$ cat config.mk
export PLATFORM = sky130hd
export DESIGN_NAME = clb_isqrt_pipe
export DESIGN_NICKNAME = d
export VERILOG_FILES = /design/src/design/clb_pkg.sv /design/src/design/clb_isqrt_pipe.sv
export SDC_FILE = /design/constraint.sdc
export NUM_CORES = 2
export LEC_CHECK = 0
export BUFFER_PORTS_ARGS = -buffer_cell sky130_fd_sc_hd__clkbuf_2
export CAP_MARGIN = 20
export CORE_ASPECT_RATIO = 0.5
export CORE_MARGIN = 2
export CORE_UTILIZATION = 30
export CTS_CLUSTER_DIAMETER = 80
export CTS_CLUSTER_SIZE = 24
export DETAILED_ROUTE_END_ITERATION = 6
export PLACE_DENSITY_LB_ADDON = 0.15
export SYNTH_ARGS = -nofsm -noshare
export SYNTH_HDL_FRONTEND = slang
export SYNTH_SLANG_ARGS = --single-unit
$ cat constraint.sdc
create_clock -name clock -period 10.3 [get_ports clock]
set_input_delay 0 -clock clock [delete_from_list [all_inputs] [get_ports clock]]
set_output_delay 0 -clock clock [all_outputs]
set_load 0.01 [all_outputs]
$ cat src/design/clb_pkg.sv
// ----------------------------------------------------------------------------
// clb_pkg: shared types and constants for the crossing angle boost
// Payload structs of the request and response channels, register indexes,
// register reset values and the widths of the square root pipeline.
// ----------------------------------------------------------------------------
package clb_pkg;

   // fixed point field widths
   localparam int FIELD_W = 32;
   localparam int MASS_W  = 31;
   localparam int CSR_W   = 32;

   // square root pipeline: 64 bit radicand, one root bit per stage
   localparam int RAD_W       = 2 * FIELD_W;
   localparam int ROOT_W      = FIELD_W;
   localparam int REM_W       = ROOT_W + 2;
   localparam int SQRT_STAGES = ROOT_W;

   // configuration register indexes
   localparam int CFG_IDX_W = 2;
   typedef enum logic [CFG_IDX_W-1:0] {
      CFG_LORENTZ_GAMMA    = 2'd0,
      CFG_BETA_GAMMA       = 2'd1,
      CFG_BETA_GAMMA_LIGHT = 2'd2
   } cfg_index_type;

   // register reset values, identity boost
   localparam logic [CSR_W-1:0] GAMMA_RESET = 32'h4000_0000;
   localparam logic [CSR_W-1:0] BG_RESET    = 32'h0000_0000;
   localparam logic [CSR_W-1:0] BGL_RESET   = 32'h0000_0000;

   // one particle
   typedef struct packed {
      logic signed [FIELD_W-1:0] vertex_x;
      logic signed [FIELD_W-1:0] vertex_y;
      logic signed [FIELD_W-1:0] vertex_z;
      logic signed [FIELD_W-1:0] prod_time;
      logic signed [FIELD_W-1:0] mom_x;
      logic signed [FIELD_W-1:0] mom_y;
      logic signed [FIELD_W-1:0] mom_z;
      logic [MASS_W-1:0]         rest_mass;
   } req_payload_type;

   // one boosted particle
   typedef struct packed {
      logic signed [FIELD_W-1:0] boosted_vertex_x;
      logic signed [FIELD_W-1:0] out_vertex_y;
      logic signed [FIELD_W-1:0] out_vertex_z;
      logic signed [FIELD_W-1:0] boosted_mom_x;
      logic signed [FIELD_W-1:0] out_mom_y;
      logic signed [FIELD_W-1:0] out_mom_z;
   } rsp_payload_type;

endpackage

$ cat src/design/clb_isqrt_pipe.sv
// ----------------------------------------------------------------------------
// clb_isqrt_pipe: pipelined integer square root
// Floor square root of a 64 bit radicand, one root bit resolved per register
// stage by a compare and subtract. A common enable freezes every stage.
// ----------------------------------------------------------------------------
module clb_isqrt_pipe (
   input  logic                        clock,
   input  logic                        reset,
   input  logic                        en,
   input  logic                        in_vld,
   input  logic [clb_pkg::RAD_W-1:0]   in_rad,
   output logic                        out_vld,
   output logic [clb_pkg::ROOT_W-1:0]  out_root
);
   import clb_pkg::*;

   localparam int LAST = SQRT_STAGES - 1;

   logic              vld_ff  [SQRT_STAGES];
   logic [ROOT_W-1:0] root_ff [SQRT_STAGES];
   logic [REM_W-1:0]  rem_ff  [LAST];
   logic [RAD_W-1:0]  rad_ff  [LAST];

   for (genvar k = 0; k < SQRT_STAGES; k++) begin : g_step
      logic              src_vld;
      logic [REM_W-1:0]  src_rem;
      logic [ROOT_W-1:0] src_root;
      logic [RAD_W-1:0]  src_rad;
      logic [REM_W-1:0]  cur;
      logic [REM_W-1:0]  trial;
      logic [REM_W-1:0]  rem_in;
      logic [ROOT_W-1:0] root_in;

      // stage input: module port or previous stage
      if (k == 0) begin : g_first
         assign src_vld  = in_vld;
         assign src_rem  = '0;
         assign src_root = '0;
         assign src_rad  = in_rad;
      end else begin : g_next
         assign src_vld  = vld_ff[k-1];
         assign src_rem  = rem_ff[k-1];
         assign src_root = root_ff[k-1];
         assign src_rad  = rad_ff[k-1];
      end

      // bring down two radicand bits, try root bit one
      assign cur   = {src_rem[REM_W-3:0], src_rad[RAD_W-1 -: 2]};
      assign trial = {src_root, 2'b01};

      always_comb begin
         if (cur >= trial) begin
            rem_in  = cur - trial;
            root_in = {src_root[ROOT_W-2:0], 1'b1};
         end else begin
            rem_in  = cur;
            root_in = {src_root[ROOT_W-2:0], 1'b0};
         end
      end

      // stage valid
      always_ff @(posedge clock) begin
         if (reset) begin
            vld_ff[k] <= 1'b0;
         end else if (en) begin
            vld_ff[k] <= src_vld;
         end
      end

      // stage root
      always_ff @(posedge clock) begin
         if (en) begin
            root_ff[k] <= root_in;
         end
      end

      // remainder and radicand go on to the next stage only
      if (k < LAST) begin : g_carry
         always_ff @(posedge clock) begin
            if (en) begin
               rem_ff[k] <= rem_in;
               rad_ff[k] <= {src_rad[RAD_W-3:0], 2'b00};
            end
         end
      end
   end

   assign out_vld  = vld_ff[LAST];
   assign out_root = root_ff[LAST];

endmodule

Word level (Yosys, flattened, before mapping)
Memory sizes are Yosys's and may differ from the RTL's.
Index checks and enable logic that the tools add are counted.
Storage, ports and cells
  register bits after elaboration: 0
  output and inout bits: 33
  bits in latches: 0
  word-level logic and storage cells: 200
  input bits: 68
  memory bits (writable): 4032
  memories kept: 4
  bits in read-only memories: 0
Cells by class
  magnitude comparators: 32
  bitwise logic cells: 32
  reduce and logical (&&, ||, !) cells: 0
  multiplexer cells: 101
  add/subtract/negate cells: 31
  div/mod/pow operators: 0
  equality and inequality tests: 0
  shift-type cells: 0
  multipliers: 0
Memories
  rad_ff: words 31, bits a word 62, rd ports 31, clocked after Yosys merged registers in 0, wr ports 31, RTL line clb_isqrt_pipe.sv:22  | logic [RAD_W-1:0] rad_ff [LAST];
  rem_ff: words 31, bits a word 34, rd ports 31, clocked after Yosys merged registers in 0, wr ports 31, RTL line clb_isqrt_pipe.sv:21  | logic [REM_W-1:0] rem_ff [LAST];
  root_ff: words 32, bits a word 32, rd ports 32, clocked after Yosys merged registers in 0, wr ports 32, RTL line clb_isqrt_pipe.sv:20  | logic [ROOT_W-1:0] root_ff [SQRT_STAGES];
  vld_ff: words 32, bits a word 1, rd ports 32, clocked after Yosys merged registers in 0, wr ports 32, RTL line clb_isqrt_pipe.sv:19  | logic vld_ff [SQRT_STAGES];
Operators by type and width (number)
  34-bit greater-or-equal comparator: 31
  34-bit 2-to-1 mux: 31
  34-bit subtractor: 30
  1-bit 2-to-1 mux: 70
  1-bit bitwise OR: 32
  2-bit by 1-bit subtractor with 3-bit output, second input constant: 1
  2-bit by 1-bit greater-or-equal comparator with 1-bit output, second input constant: 1

Longest topological paths before layout
  word-level depth: 4
  gate-level depth with buffers: 14
  depth with buffers taken out: 12

Least setup slack after synthesis
OpenSTA, ideal clock, no wires.
  path kind: register to register
  start: memory rem_ff[1][204] in the netlist's numbering
  end: memory rem_ff[1][242] in the netlist's numbering, data pin
  clock period less this slack: 3622 ps
  path slack: 6678 ps
  path buffers: 1
  library setup time: 262 ps
  required time: 10038 ps
  stages on the path, launching flop included: 10
  arrival time: 3360 ps
  path through: edfxtp_1 -> ha_1 -> nor2b_1 -> o31a_1 -> o41a_1 -> a2111oi_0 -> o21ai_1 -> a211oi_1 -> clkbuf_1 -> mux2_1
RTL lines (RTL line)
  start: declaration: clb_isqrt_pipe.sv:21

==> out/metrics.yaml <==
status:
  status: "finished, final reports clean"
cells_and_area:
  fill_cells: 37700
  syn2layout_area_growth_pct: 10.9
  nNetsFinal: 9750
  layout-drive-gt1-share_pct: 6.09
  instances_no_fill: 14300
min_path:
  hold_start: "en"
  hold_path_class: "in2reg"
  hold-path-cell-count: 2
logic_synthesis:
  synth_simple_gate_area_share_pct: 9.52
  synth_top_area_share_pct: 64.7
  synth.most_common_cell: "edfxtp_1"
  yosysUniqueCellTypes: 84
  synth_top_family_by_area: "compound AO/OA/AOI/OAI gates"
  ys_seq_area_share_pct: 64.7
  yosysTopAreaCell: "edfxtp_1"
  synth_seq_cells: 2497
  synthAdderAreaFrac_pct: 6.06
  yosys-top-cells-count: "edfxtp_1 (2497), inv_1 (729), ha_1 (561)"
  yosysWarningCount: 0
  ys_async_sr_fraction_pct: 0
  synth.area.top_cells: "edfxtp_1 (65%), ha_1 (6.1%), xnor2_1 (2.9%)"
  ys.flop_type: "edfxtp_1"
  synth_xor_area_share_pct: 5.68
  synth.mux.area_fraction_pct: 1.29
  syn_area_sq_mm: 0.116
  syn_inst: 8836
  synth_nets: 9465
  synth.avg_cell_area_sq_um: 13.1
  synth_compound_area_share_pct: 9.82
  synth_edf_count: 2497
timing:
  layout_setup_ws_ps: 5890
  drv_slew: 0
  skew_ps: 56.0
  rsz0062_at_grt: "false"
  post-route-min-period_ps: 4410
  finalSetupViolations: 0
  relSlewSlack_pct: 25.2
  worst_pin_slew_ps: 1120
  finalSetupTns_ps: 0
  fin_crit_sh_pct: 42.9
  fmax_ghz: 0.227
  finalHoldViolCount: 0
route:
  drc_errors: 0
  vias: 66100
  ant_nets: 0
  avgRoutedWirePerCell_microns: 16.5
  first_iter_violations: 3895
  viasPerCell: 4.62
  wl_microns: 237000
  drt_pass1_iterations: 5
clocking:
  clockRootBuffer: "clkbuf_16"
  clock_path_buffers: 4
  cts_made_buffers: 143
  insertion_delay_ps: 890
  clkTransAtPathRegs_ps: 100
  cts_tree: "done"
  cts-htree-levels: 4
  post_cts_buffers: 0
  cts.sinks: 2497
die:
  ios: 101
  dieArea_sq_mm: 0.391
  dieHeight_microns: 443
  core_region_area_sq_mm: 0.385
  start_util_pct: 30.1
  fp.dieW_microns: 883
  rows: 161
worst_setup_path:
  r2r-start: "root_ff[1][352]"
  path_cells: "inv_1, ha_1, nor2b_1, o21ai_0, nand2b_1, a41o_1, o22ai_1, buf_4, o31ai_1, a2111oi_2, inv_2, mux2_2"
  crit_start: "root_ff[1][352]"
  end_kind: "register"
  worstPathRequired_ps: 10900
  cp-start-kind: "register"
  max_stage_delay_ps: 840
  cp.arrival_ps: 5020
  worst_path_max_delay_cell: "a2111oi_2"
  r2r_cells: 12
  critical_path_class: "reg2reg"
  path_max_fanout: 44
global_routing:
  grt_pass1_wl_microns: 375000
  grt_pass1_vias: 66600
  grt_overflow: 0
  track_usage_pct: 11.8
  antenna_found_initial: 0
  grt_max_degree: 166
placed_design:
  place.gp.congestion: 0.823
  numPortBuffers: 100
  place_hpwl_microns: 167000
  placed_cells: 14000
  dp_slack_ps: 5810
pwr:
  leakagePower_nw: 47.8
  peakVddDrop_uv: 95.6
  powerDensity_mw_per_mm2: 200
flow_run:
  maxCapViolCount: 0
==> flip-flops by register name (all words and copies together), names as in the netlist <==
register,flops
rem_ff,945
root_ff,528
vld_ff,32
rad_ff,992
==> metal layers <==
metal	vias to the layer above	share of wire [%]	global-route usage, %
met3	346	2.9	1.66
met5	-	0	0
met1	31800	45	15.2
met4	0	3.2	3.63
li1	33200	-	-
met2	788	49	20.7
==> cell families (layout without fill, tap and decap cells) <==
group,Yosys count,after routing
other,1,2
buffers and inverters,891,1231
multiplexers,135,135
AO/OA/AOI/OAI,1809,1809
AND/OR/NAND/NOR,2191,2191
flip-flops,2497,2497
adder cells (fa/ha/maj),561,561
XOR/XNOR,751,751
==> final timing paths <==
check,to,slack [ps]
worst min-delay path,rad_ff[0][37],280
worst max-delay path,rem_ff[1][414],5890
worst min register to register,rad_ff[0][417],390
worst max register to register,rem_ff[1][414],5890
==> cells in the final DEF, fill, tap and decap left out, types with 76 or more instances in the layout <==
cell,synthesis,routed
or3_1,103,103
o21ai_0,445,444
a21o_1,247,247
a21oi_1,521,521
nor2_1,493,492
nor3_1,214,213
clkbuf_2,0,99
ha_1,561,561
nand4_1,96,96
nand2b_1,99,99
mux2_2,112,112
o21a_1,121,121
xor2_1,362,362
o31ai_1,77,76
nand3_1,117,117
nor2b_1,83,82
dlygate4sd3_1,0,134
edfxtp_1,2497,2497
clkbuf_16,0,147
xnor2_1,389,389
nand2_1,545,545
nor4_1,111,111
inv_1,729,729
==> timing repair <==
item	in CTS	in global routing
hold buffers	134	0
resized for setup	0	0
hold endpoints to repair	196	0
==> where the power goes <==
group,leakage [nW],switching (W),internal (W),total (W)
logic,21.7,0.00339,0.00257,0.00596
clock network,2.03,0.00348,0.00273,0.00621
registers,24.1,0.000744,0.0128,0.0135
==> layout make-up <==
cell class	count	area, sq um	share of cell area [%]
Timing Repair Buffer	301	2520	1.96
Inverter	730	2740	2.13
Sequential cell	2497	75000	58.4
Clock buffer	151	3690	2.88
Antenna cell	1	2.50	0.00195
Clock inverter	49	489	0.381
Multi-Input combinational cell	5448	37600	29.3
Tap cell	5134	6420	5.00
==> metrics by stage <==
stage / hold slack (ps) / cell area, sq um / power (W) / util (%)
CTS: 198 / 128000 / 0.0262 / 33.4
global route: 241 / 128000 / 0.0273 / 33.4
floorplan: 98.9 / 116000 / 0.0179 / -
global placement: 177 / 123000 / 0.0197 / 31.9
detailed placement: 179 / 123000 / 0.0197 / 31.9
finish: 280 / 128000 / 0.0257 / 33.4
==> critical path, delay by kind of cell (launching register included) <==
kind | cells | cell delay [ps]
AOI/OAI and AO/OA | 5 | 1710
buffers and inverters | 3 | 860
DFF | 1 | 440
muxes | 1 | 440
adders and majority gates | 1 | 320
and+or+nand+nor | 2 | 300
Power figures use the tool's default switching activity.
